File: config.mk
export PLATFORM = sky130hd
export DESIGN_NAME = flux_bit_byte_sync_field_extractor_unit
export DESIGN_NICKNAME = d
export VERILOG_FILES = /design/src/design/fbsync_pkg.sv /design/src/design/fbsync_core.sv /design/src/design/flux_bit_byte_sync_field_extractor_unit.sv
export SDC_FILE = /design/constraint.sdc
export NUM_CORES = 1
export LEC_CHECK = 0
export ABC_CLOCK_PERIOD_IN_PS = 10700
export CELL_PAD_IN_SITES_DETAIL_PLACEMENT = 2
export CELL_PAD_IN_SITES_GLOBAL_PLACEMENT = 2
export CORE_MARGIN = 2
export CORE_UTILIZATION = 42
export CTS_CLUSTER_SIZE = 8
export DETAILED_ROUTE_END_ITERATION = 12
export DONT_BUFFER_PORTS = 1
export PLACE_DENSITY_LB_ADDON = 0.12
export SYNTH_ARGS = -nofsm -noshare
export SYNTH_HDL_FRONTEND = slang
export SYNTH_SLANG_ARGS = --single-unit
File: constraint.sdc
create_clock -name aclk -period 10.7 [get_ports aclk]
set_input_delay 2.14 -clock aclk [delete_from_list [all_inputs] [get_ports aclk]]
set_output_delay 2.14 -clock aclk [all_outputs]
set_load 0.01 [all_outputs]
File: src/design/fbsync_pkg.sv
// shared constants and types for the flux bit byte sync and field extractor
// no dependencies; imported by fbsync_core and the top level

package fbsync_pkg;

    localparam int TRACK_BYTES       = 6656;
    localparam int SECTORS_PER_TRACK = 16;

    localparam int TRACK_BITS_W   = 17;
    localparam int BITS_COUNT_W   = TRACK_BITS_W + 1;
    localparam int POS_W          = 13;
    localparam int COUNT_W        = 9;

    localparam logic [TRACK_BITS_W-1:0] TRACK_BITS_RESET = 17'd51200;

    localparam logic [23:0] ADDR_PROLOGUE = 24'hD5AA96;
    localparam logic [23:0] DATA_PROLOGUE = 24'hD5AAAD;
    localparam logic [7:0]  SYNC_BYTE_0   = 8'hD5;
    localparam logic [7:0]  SYNC_BYTE_1   = 8'hAA;
    localparam logic [7:0]  ADDR_MARK     = 8'h96;
    localparam logic [7:0]  DATA_MARK     = 8'hAD;

    localparam logic [COUNT_W-1:0] ADDR_CAPTURE = 9'd11;
    localparam logic [COUNT_W-1:0] DATA_CAPTURE = 9'd346;
    localparam logic [COUNT_W-1:0] COUNT_MAX    = 9'd511;

    // results of one item, handed from the core to the output buffer
    typedef struct packed {
        logic [1:0]       cnt;
        logic [7:0]       byte0;
        logic [7:0]       byte1;
        logic [7:0]       byte2;
        logic [POS_W-1:0] pos;
        logic             done;
    } fbsync_res_t;

endpackage

File: src/design/fbsync_core.sv
// track state and per-bit step logic: byte framing, prologue match, capture
// depends on fbsync_pkg

module fbsync_core
    import fbsync_pkg::*;
#(
    parameter int NUM_TRACK_BYTES = TRACK_BYTES,
    parameter int NUM_SECTORS     = SECTORS_PER_TRACK
)
(
    input  logic                    aclk,
    input  logic                    aresetn,
    input  logic                    step_en,
    input  logic                    bit_in,
    input  logic                    restart,
    input  logic [TRACK_BITS_W-1:0] track_bits,
    output fbsync_res_t             res
);

    localparam logic [POS_W-1:0]   TRACK_BYTES_P = POS_W'(NUM_TRACK_BYTES);
    localparam logic [COUNT_W-1:0] SECTORS_P     = COUNT_W'(NUM_SECTORS);

    logic [7:0]              shifter_reg,  shifter_next;
    logic [23:0]             history_reg,  history_next;
    logic [COUNT_W-1:0]      capture_reg,  capture_next;
    logic [COUNT_W-1:0]      addr_seen_reg, addr_seen_next;
    logic [COUNT_W-1:0]      data_seen_reg, data_seen_next;
    logic [POS_W-1:0]        emitted_reg,  emitted_next;
    logic [BITS_COUNT_W-1:0] bits_reg,     bits_next;
    logic                    finished_reg, finished_next;

    // state as seen by this bit, after an optional restart
    logic [7:0]              sh_e;
    logic [23:0]             hist_e;
    logic [COUNT_W-1:0]      cap_e, addr_e, data_e;
    logic [POS_W-1:0]        emit_e;
    logic [BITS_COUNT_W-1:0] bits_e;
    logic                    fin_e;

    logic [BITS_COUNT_W-1:0] bit_limit;
    logic                    stop_pre, skip, stop_post;
    logic [7:0]              sh_new;
    logic [23:0]             hist_new;
    logic                    framed, is_addr, is_data, is_capt;
    logic [POS_W-1:0]        room;
    logic [1:0]              n_pro, n_out;

    always_comb begin
        sh_e   = restart ? '0 : shifter_reg;
        hist_e = restart ? '0 : history_reg;
        cap_e  = restart ? '0 : capture_reg;
        addr_e = restart ? '0 : addr_seen_reg;
        data_e = restart ? '0 : data_seen_reg;
        emit_e = restart ? '0 : emitted_reg;
        bits_e = restart ? '0 : bits_reg;
        fin_e  = restart ? 1'b0 : finished_reg;
    end

    assign bit_limit = {track_bits, 1'b0};

    assign stop_pre = (emit_e >= TRACK_BYTES_P) || (bits_e >= bit_limit) ||
                      (cap_e == '0 && addr_e == SECTORS_P && data_e == SECTORS_P);
    assign skip = fin_e || stop_pre;

    assign sh_new   = {sh_e[6:0], bit_in};
    assign framed   = sh_new[7];
    assign hist_new = {hist_e[15:0], sh_new};
    assign is_addr  = framed && (cap_e == '0) && (hist_new == ADDR_PROLOGUE);
    assign is_data  = framed && (cap_e == '0) && (hist_new == DATA_PROLOGUE);
    assign is_capt  = framed && (cap_e != '0);

    // bytes past the end of the track buffer are dropped
    assign room  = TRACK_BYTES_P - emit_e;
    assign n_pro = (room >= POS_W'(3)) ? 2'd3 : room[1:0];

    always_comb begin
        if (is_addr || is_data) begin
            n_out = n_pro;
        end else if (is_capt) begin
            n_out = 2'd1;
        end else begin
            n_out = 2'd0;
        end
    end

    always_comb begin
        shifter_next   = framed ? 8'h00 : sh_new;
        history_next   = framed ? hist_new : hist_e;
        emitted_next   = emit_e + POS_W'(n_out);
        bits_next      = bits_e + BITS_COUNT_W'(1);
        addr_seen_next = addr_e;
        data_seen_next = data_e;
        capture_next   = cap_e;
        if (is_addr) begin
            capture_next = ADDR_CAPTURE;
            if (addr_e < COUNT_MAX) addr_seen_next = addr_e + COUNT_W'(1);
        end else if (is_data) begin
            capture_next = DATA_CAPTURE;
            if (data_e < COUNT_MAX) data_seen_next = data_e + COUNT_W'(1);
        end else if (is_capt) begin
            capture_next = cap_e - COUNT_W'(1);
        end
        stop_post = (emitted_next >= TRACK_BYTES_P) || (bits_next >= bit_limit) ||
                    (capture_next == '0 && addr_seen_next == SECTORS_P &&
                     data_seen_next == SECTORS_P);
        finished_next = stop_post;
        // a stopped track keeps its state and only latches the stop
        if (skip) begin
            shifter_next   = sh_e;
            history_next   = hist_e;
            capture_next   = cap_e;
            addr_seen_next = addr_e;
            data_seen_next = data_e;
            emitted_next   = emit_e;
            bits_next      = bits_e;
            finished_next  = 1'b1;
        end
    end

    always_comb begin
        res.cnt   = skip ? 2'd0 : n_out;
        res.pos   = emit_e;
        res.done  = stop_post;
        res.byte0 = is_capt ? sh_new : SYNC_BYTE_0;
        res.byte1 = SYNC_BYTE_1;
        res.byte2 = is_addr ? ADDR_MARK : DATA_MARK;
    end

    always_ff @(posedge aclk) begin
        if (!aresetn) begin
            shifter_reg   <= '0;
            history_reg   <= '0;
            capture_reg   <= '0;
            addr_seen_reg <= '0;
            data_seen_reg <= '0;
            emitted_reg   <= '0;
            bits_reg      <= '0;
            finished_reg  <= 1'b0;
        end else if (step_en) begin
            shifter_reg   <= shifter_next;
            history_reg   <= history_next;
            capture_reg   <= capture_next;
            addr_seen_reg <= addr_seen_next;
            data_seen_reg <= data_seen_next;
            emitted_reg   <= emitted_next;
            bits_reg      <= bits_next;
            finished_reg  <= finished_next;
        end
    end

endmodule

File: src/design/flux_bit_byte_sync_field_extractor_unit.sv
// top level of the flux bit byte sync and field extractor
// depends on fbsync_pkg and fbsync_core
//
//  channel | dir | handshake              | payload
//  s_      | in  | s_tvalid / s_tready    | s_tdata: stream_bit, s_tuser: restart
//  m_      | out | m_tvalid / m_tready    | m_tdata: data_byte, byte_position;
//          |     |                        | m_tlast: last_in_run, m_tuser: track_done
//  cfg_    | in  | cfg_valid / cfg_ready  | cfg_data: track_bits
//
// each input item is folded into the track state in the cycle it is accepted;
// its results land in a three-entry output register that drains one result a cycle
// while m_tready is high; a new item is taken as the last pending result leaves, so
// a prologue item (up to three results) holds the input side while the register drains
// synchronous active-low aresetn clears all but payload; track_bits returns to 51200
// a stalled m_ side holds the input side while any result is pending

module flux_bit_byte_sync_field_extractor_unit
    import fbsync_pkg::*;
#(
    parameter int NUM_TRACK_BYTES = TRACK_BYTES,
    parameter int NUM_SECTORS     = SECTORS_PER_TRACK
)
(
    input  logic                    aclk,
    input  logic                    aresetn,

    input  logic                    s_tvalid,
    output logic                    s_tready,
    input  logic [7:0]              s_tdata,   // [0] stream_bit, [7:1] zero
    input  logic                    s_tuser,   // [0] restart

    output logic                    m_tvalid,
    input  logic                    m_tready,
    output logic [23:0]             m_tdata,   // [7:0] data_byte, [20:8] byte_position
    output logic                    m_tlast,   // last_in_run
    output logic                    m_tuser,   // [0] track_done

    input  logic                    cfg_valid,
    output logic                    cfg_ready,
    input  logic [TRACK_BITS_W-1:0] cfg_data
);

    logic [TRACK_BITS_W-1:0] track_bits_reg;
    fbsync_res_t             res;
    logic                    in_fire, out_fire;

    // output register: pending results, oldest in byte0
    logic [1:0]       ob_cnt_reg;
    logic [7:0]       ob_b0_reg, ob_b1_reg, ob_b2_reg;
    logic [POS_W-1:0] ob_pos_reg;
    logic             ob_done_reg;

    assign cfg_ready = 1'b1;

    always_ff @(posedge aclk) begin
        if (!aresetn) begin
            track_bits_reg <= TRACK_BITS_RESET;
        end else if (cfg_valid) begin
            track_bits_reg <= cfg_data;
        end
    end

    // take a new item when nothing is pending or while the last pending result leaves
    assign s_tready = (ob_cnt_reg == 2'd0) || (ob_cnt_reg == 2'd1 && m_tready);
    assign in_fire  = s_tvalid && s_tready;
    assign m_tvalid = (ob_cnt_reg != 2'd0);
    assign out_fire = m_tvalid && m_tready;

    fbsync_core #(
        .NUM_TRACK_BYTES (NUM_TRACK_BYTES),
        .NUM_SECTORS     (NUM_SECTORS)
    ) u_core (
        .aclk       (aclk),
        .aresetn    (aresetn),
        .step_en    (in_fire),
        .bit_in     (s_tdata[0]),
        .restart    (s_tuser),
        .track_bits (track_bits_reg),
        .res        (res)
    );

    always_ff @(posedge aclk) begin
        if (!aresetn) begin
            ob_cnt_reg <= 2'd0;
        end else if (in_fire && res.cnt != 2'd0) begin
            ob_cnt_reg <= res.cnt;
        end else if (out_fire) begin
            ob_cnt_reg <= ob_cnt_reg - 2'd1;
        end
    end

    // payload, no reset
    always_ff @(posedge aclk) begin
        if (in_fire && res.cnt != 2'd0) begin
            ob_b0_reg   <= res.byte0;
            ob_b1_reg   <= res.byte1;
            ob_b2_reg   <= res.byte2;
            ob_pos_reg  <= res.pos;
            ob_done_reg <= res.done;
        end else if (out_fire) begin
            ob_b0_reg  <= ob_b1_reg;
            ob_b1_reg  <= ob_b2_reg;
            ob_pos_reg <= ob_pos_reg + POS_W'(1);
        end
    end

    assign m_tdata = {3'b000, ob_pos_reg, ob_b0_reg};
    assign m_tlast = (ob_cnt_reg == 2'd1);
    assign m_tuser = ob_done_reg;

endmodule

After elaboration in Yosys (flattened, before gate mapping). Index checks and enable logic that the tools add are counted.

Register bits: 147. Output and inout port bits: 29.

Multiplexer cells: 38. Reduce and logical (&&, ||, !) cells: 26. Order comparisons: 7. $add $sub $neg: 8. Equal/unequal tests: 7.

Operators by type and width (count): two-way mux 9 bit (14); two-way mux 24 bit (3); two-way mux 13 bit (4); == test 24 bit (second input constant) (2); == test 9 x 5 -> 1 bit (second input constant) (4); >= comparator 18 bit (2); two-way mux 18 bit (2); >= comparator 13 bit (second input constant) (2); two-way mux 8 bit (3); two-way mux 7 bit (3); adder 18 x 1 -> 18 bit (second input constant) (1); adder 9 x 1 -> 9 bit (second input constant) (2); logical NOT 9 bit (2); < comparator 9 bit (second input constant) (2); adder 13 x 1 -> 13 bit (second input constant) (1); adder 13 x 2 -> 13 bit (1); >= comparator 13 x 2 -> 1 bit (second input constant) (1); subtractor 13 bit (first input constant) (1); logical AND 1 bit (12); two-way mux 2 bit (5); nonzero test 9 bit (1); subtractor 9 x 1 -> 9 bit (second input constant) (1); logical OR 1 bit (7); two-way mux 6 bit (1); 5 further kinds (9).

Logic depth before layout (Yosys ltp).
Word-level depth: 11. Gate-level depth with buffers: 21. Depth with buffers taken out: 18.

Cells and area by module. A second synthesis with hierarchy kept.

Cells, all modules: 1039. Area, all modules: 9248.9 µm².

By module, submodules not included: fbsync_core (cells an instance 844, area an instance 6650.1 µm², instances 1); flux_bit_byte_sync_field_extractor_unit (cells an instance 195, area an instance 2598.7 µm², instances 1).

Least setup slack after synthesis. Ideal clock, no wire load.

Path type: in2reg. Start point: input s_tuser. End point: register ob_b0_reg[0] (enable). Arrival time: 6.661 ns. Cell stages on the path: 19. Setup time: 0.381 ns. Slack: 3.658 ns. Cell sequence: buf_2 -> clkbuf_1 -> clkbuf_1 -> clkbuf_1 -> clkbuf_1 -> clkbuf_1 -> clkbuf_1 -> nor2b_1 -> ha_1 -> a21o_1 -> a21o_1 -> a221o_1 -> a31oi_1 -> o221ai_1 -> a211oi_2 -> and2_1 -> nand2b_1 -> buf_2 -> nand2b_1.

Longest elaborated chain between the ends: 10. Elaborated cells on any way between the ends: 35.

RTL lines: start, declared (line flux_bit_byte_sync_field_extractor_unit.sv:30) `input logic s_tuser,`; parallel branches: the longest is 6 deep, another holds subtractor 13 bit; two-way mux 2 bit (*) (line fbsync_core.sv:121) `res.cnt = skip ? 2'd0 : n_out;`; nonzero test 2 bit (*) (line flux_bit_byte_sync_field_extractor_unit.sv:94) `if (in_fire && res.cnt != 2'd0) begin`; logical AND 1 bit (*) (line flux_bit_byte_sync_field_extractor_unit.sv:94); nonzero test 2 bit (no line) (*); end signal, assigned (line flux_bit_byte_sync_field_extractor_unit.sv:95) `ob_b0_reg <= res.byte0;`; end signal, assigned (line flux_bit_byte_sync_field_extractor_unit.sv:101) `ob_b0_reg <= ob_b1_reg;`; end, declared (line flux_bit_byte_sync_field_extractor_unit.sv:49) `logic [7:0] ob_b0_reg, ob_b1_reg, ob_b2_reg;`.

Mark *: on every way between the ends. A chain may end at the register's enable or synchronous reset.

Final worst setup path.
Start point: input s_tuser. End point: register ob_pos_reg[11] (enable).

Longest elaborated chain between the ends: 10. Elaborated cells on any way between the ends: 35.

RTL lines: parallel branches: the longest is 6 deep, another holds subtractor 13 bit; two-way mux 2 bit (*) (line fbsync_core.sv:121); nonzero test 2 bit (*) (line flux_bit_byte_sync_field_extractor_unit.sv:94); logical AND 1 bit (*) (line flux_bit_byte_sync_field_extractor_unit.sv:94); nonzero test 2 bit (no line) (*); end signal, assigned (line flux_bit_byte_sync_field_extractor_unit.sv:98) `ob_pos_reg <= res.pos;`; end signal, assigned (line flux_bit_byte_sync_field_extractor_unit.sv:103) `ob_pos_reg <= ob_pos_reg + POS_W'(1);`; end, declared (line flux_bit_byte_sync_field_extractor_unit.sv:50) `logic [POS_W-1:0] ob_pos_reg;`.

Marked as above.

==> flow_results.org <==
** GRT
- Number of global-route vias before repair :: 8238
- Global-route total usage across every layer :: 26.5%
- The initial antenna violation count is 0.
- Pin count of the biggest net entering global routing :: 97
- For this run the aggregate overflow at the end of global routing stands at 0.
- The first global-routing pass estimated 45300 µm of wire.

** Setup path
- Data arrival at the endpoint of the critical path :: 6120 ps
- Setup crit start kind :: primary input
- In this run the critical register-to-register path is captured at ob_pos_reg[11].
- In this run the worst path has a maximum fanout of 81.
- Startpoint of the most critical register-to-register path :: u_core.emitted_reg[1]
- Required arrival time at the worst endpoint :: 10740 ps
- Type of destination of the critical path :: flop
- R2R setup slack :: 6080 ps
- Counting cells, the worst reg-to-reg path comes to 12.
- Category of the most critical setup path :: in2reg
- Following the worst setup path forward leads to its endpoint at ob_pos_reg[11].
- In this run the worst setup path begins at s_tuser.

** Timing
- At the pin with the least slew margin, the transition time is 1200 ps.
- Fin crit period :: 6080 ps
- The final-report max-slew violation count came to 0.
- Worst Skew :: 12.3 ps
- Total negative setup slack :: 0 ps
- In the finished design, the share of the clock period the worst path needs comes to 56.8%.
- Worst slew margin relative to its limit :: 19.2%
- Top achievable clock speed :: 0.165 GHz
- Setup violations remaining at the end of the flow were counted as 0.
- The final hold violation count was 0.
- RSZ-0062 raised after global routing :: false

** Layout
- Flip-flop count of the largest register after layout :: 18
- Excluding fillers, the count of instances in the completed layout stands at 1263.
- Leaving out fill and tap cells, the most frequent cells in the layout are sky130_fd_sc_hd__dfxtp_1 (106), sky130_fd_sc_hd__nor2_1 (102), sky130_fd_sc_hd__nand2_1 (102).
- Fill cells in the final layout number 2210.
- Leaving out fill and tap cells, the most frequent cell in the layout is sky130_fd_sc_hd__dfxtp_1.
- The area growth from synthesis to layout is 8.23%.
- For this run, the post-layout net count is 1063.
- Count of antenna diodes in the layout :: 0
- Cells with a size suffix above 1 make up 5.81% of the layout.

** CTS
- The tree is rooted in a sky130_fd_sc_hd__clkbuf_16.
- Hold buffer count at cts :: 0
- TritonCTS clock tree :: built
- Maximum buffer depth of the clock tree :: 2
- CTS saw 130 sinks.
- H-tree Lvls :: 4
- Gates resized during post-CTS repair numbered 0.
- Clock latency on the worst-skew pair :: 430 ps
- Clock-pin slew reported for the worst setup and hold paths after clock tree synthesis :: 60 ps
- In this run, CTS created clock tree buffers numbering 17.
- Buffer count from post-CTS setup fixing :: 0

** Worst hold path
- The path class of the tightest hold or removal check is reg2reg.

** Floorplan
- The core region is 0.0195 mm².
- For this configuration, the core starts out at a cell density of 42.8%.
- Overall die height :: 145 µm
- The die covers 0.0211 mm².
- The die is 145 µm wide.
- Row Count :: 51
- Pin placement for this block handled 60 I/O pins.

** Logic synthesis
- After Yosys synthesis, XOR and XNOR cells account for 4.29% of the synthesized area.
- The synthesized netlist devotes 19.0% of its cell area to compound gates.
- Area fraction in and, or, nand and nor cells after synthesis :: 25.0%
- Number of synthesized register bits :: 130
- Flip-flop cell with the highest count after synthesis :: sky130_fd_sc_hd__dfxtp_1
- In this run, synthesis inferred 24 flip-flops with an integrated enable.
- Adder-Cell Fraction of Synth Area :: 7.17%
- In the synthesized netlist the async set-or-reset flop fraction comes to 0%.
- For this run, the register share of the synthesized area comes to 34.0%.
- Synthesis handed over a netlist of 1023 instances.
- The synthesized netlist contains 72 unique library cells.
- The synthesized netlist occupies a cell area of 0.00836 mm².
- Synthesized area per cell :: 8.17 µm²
- Mux cell area share after synthesis :: 4.71%
- After synthesis, the largest family of logic cells by area is simple AND/OR/NAND/NOR gates.
- Yosys Warn Count :: 0

** Power
- Dividing total power by cell area gives a power density of 136 mW/mm².
- Summed over all cells, the static leakage comes to 3.41 nW.
- Across the VDD grid, the largest voltage drop is 0.0987 mV.

** Placement
- DP Cell Count :: 1231
- Buffers placed on the I/O ports in this run total 0.
- GP Congestion :: 0.835
- Detailed placement finished with a half-perimeter wire length of 18700 µm.

** Drt
- DRC violation count after routing :: 0
- In the final routed layout, each cell accounts on average for 22.0 µm.
- Via count of the routed design :: 7679
- Routed wire length :: 27800 µm
- Antenna viol nets, final :: 0
- After the first detailed-routing iteration, the DRC count stood at 419.
- Dividing the detail-routed via count by the number of cells gives 6.08.
- The first detailed-routing pass ran for 5 iterations.

** Run
- Number of maximum-capacitance violations :: 0

** Status
- Result of the run :: finished clean
## cell usage after synthesis, drive strengths merged (3+ instances only)
| master | n | area, µm² |
|---|---|---|
| o31a | 3 | 26.3 |
| and2 | 11 | 68.8 |
| and4 | 5 | 43.8 |
| clkbuf | 53 | 199 |
| o22ai | 3 | 18.8 |
| nand2 | 102 | 383 |
| or4 | 15 | 120 |
| xor2 | 16 | 140 |
| o21ai | 43 | 215 |
| a2111oi | 3 | 26.3 |
| a21o | 10 | 75.1 |
| a311oi | 7 | 61.3 |
| nor4 | 7 | 50.1 |
| a32oi | 24 | 210 |
| a31oi | 18 | 113 |
| nand3 | 30 | 150 |
| o211ai | 8 | 60.1 |
| nor3 | 12 | 60.1 |
| a211oi | 8 | 65.1 |
| a21oi | 63 | 315 |
| xnor2 | 25 | 219 |
| nand3b | 5 | 37.5 |
| nand2b | 8 | 50.1 |
| or2 | 6 | 37.5 |
| or3 | 15 | 93.8 |
| and3 | 7 | 43.8 |
| mux2 | 3 | 33.8 |
| nor4bb | 4 | 40.0 |
| a211o | 5 | 43.8 |
| edfxtp | 24 | 721 |
| buf | 17 | 98.8 |
| a22oi | 15 | 113 |
| nand4 | 27 | 169 |
| mux2i | 36 | 360 |
| nor3b | 4 | 30.0 |
| o31ai | 7 | 52.6 |
| a2bb2oi | 3 | 26.3 |
| inv | 46 | 173 |
| nor4b | 6 | 52.6 |
| nor2 | 102 | 383 |
| ha | 47 | 588 |
| nor2b | 32 | 200 |
| dfxtp | 106 | 2120 |
## power breakdown
part	switching, mW	internal, mW
registers	0.0163	0.519
clock network	0.228	0.337
logic	0.0981	0.0353
total	0.342	0.892
## how the worst min path moves through the flow
stage                                 from                endpoint  slack (ps)  cells past startpoint
finish                        ob_b1_reg[1]            ob_b1_reg[1]         480                      2
global route        u_core.history_reg[13]  u_core.history_reg[13]         520                      2
CTS                           ob_b1_reg[1]            ob_b1_reg[1]         490                      2
detailed placement  u_core.history_reg[13]  u_core.history_reg[13]         480                      2
global placement              ob_b1_reg[2]            ob_b1_reg[2]         450                      2
floorplan                     ob_b1_reg[2]            ob_b1_reg[2]         430                      2
## critical path, cell delays in order
cell and delay (ps):
sky130_fd_sc_hd__clkinv_1 70, sky130_fd_sc_hd__buf_4 400, sky130_fd_sc_hd__nand2_1 180, sky130_fd_sc_hd__ha_1 350, sky130_fd_sc_hd__inv_1 170, sky130_fd_sc_hd__o21ai_0 160
sky130_fd_sc_hd__or3_1 390, sky130_fd_sc_hd__a21oi_1 330, sky130_fd_sc_hd__o221ai_1 350, sky130_fd_sc_hd__a211oi_4 320, sky130_fd_sc_hd__and2_1 220, sky130_fd_sc_hd__nand2b_1 140
sky130_fd_sc_hd__nand2b_1 850
## per-layer routing
layer	global-route usage, %	wire (µm)	up-vias
met5	0	0	-
met4	7.21	445	0
met3	4.56	933	31
met2	45.5	13600	135
met1	34.5	12800	3871
li1	-	-	3642
## layout make-up
type	instances	area, µm²	area share (%)
Multi-Input combinational cell	778	5070	56.0
Sequential cell	130	2840	31.4
Clock buffer	18	429	4.74
Tap cell	265	332	3.66
Inverter	48	180	1.99
Clock inverter	14	123	1.35
Timing Repair Buffer	10	75.1	0.830
## per-stage QoR
stage,setup slack [ps],hold WS [ps],area (µm²),power [mW],util (%)
after floorplan,3660,431,8370,0.636,-
after global placement,4490,446,8500,0.670,43.5
after detailed placement,4410,479,8500,0.677,43.5
after CTS,4680,488,9050,1.24,46.3
after global routing,4380,522,9050,1.28,46.3
final,4620,484,9050,1.23,46.3
## cell families after synthesis
logic type | Yosys count
xor+xnor | 41
buf+inv | 118
flops | 130
simple gates | 407
other cells | 2
mux | 39
fa+ha+maj | 48
compound gates | 238
Power figures use the tool's default switching activity.
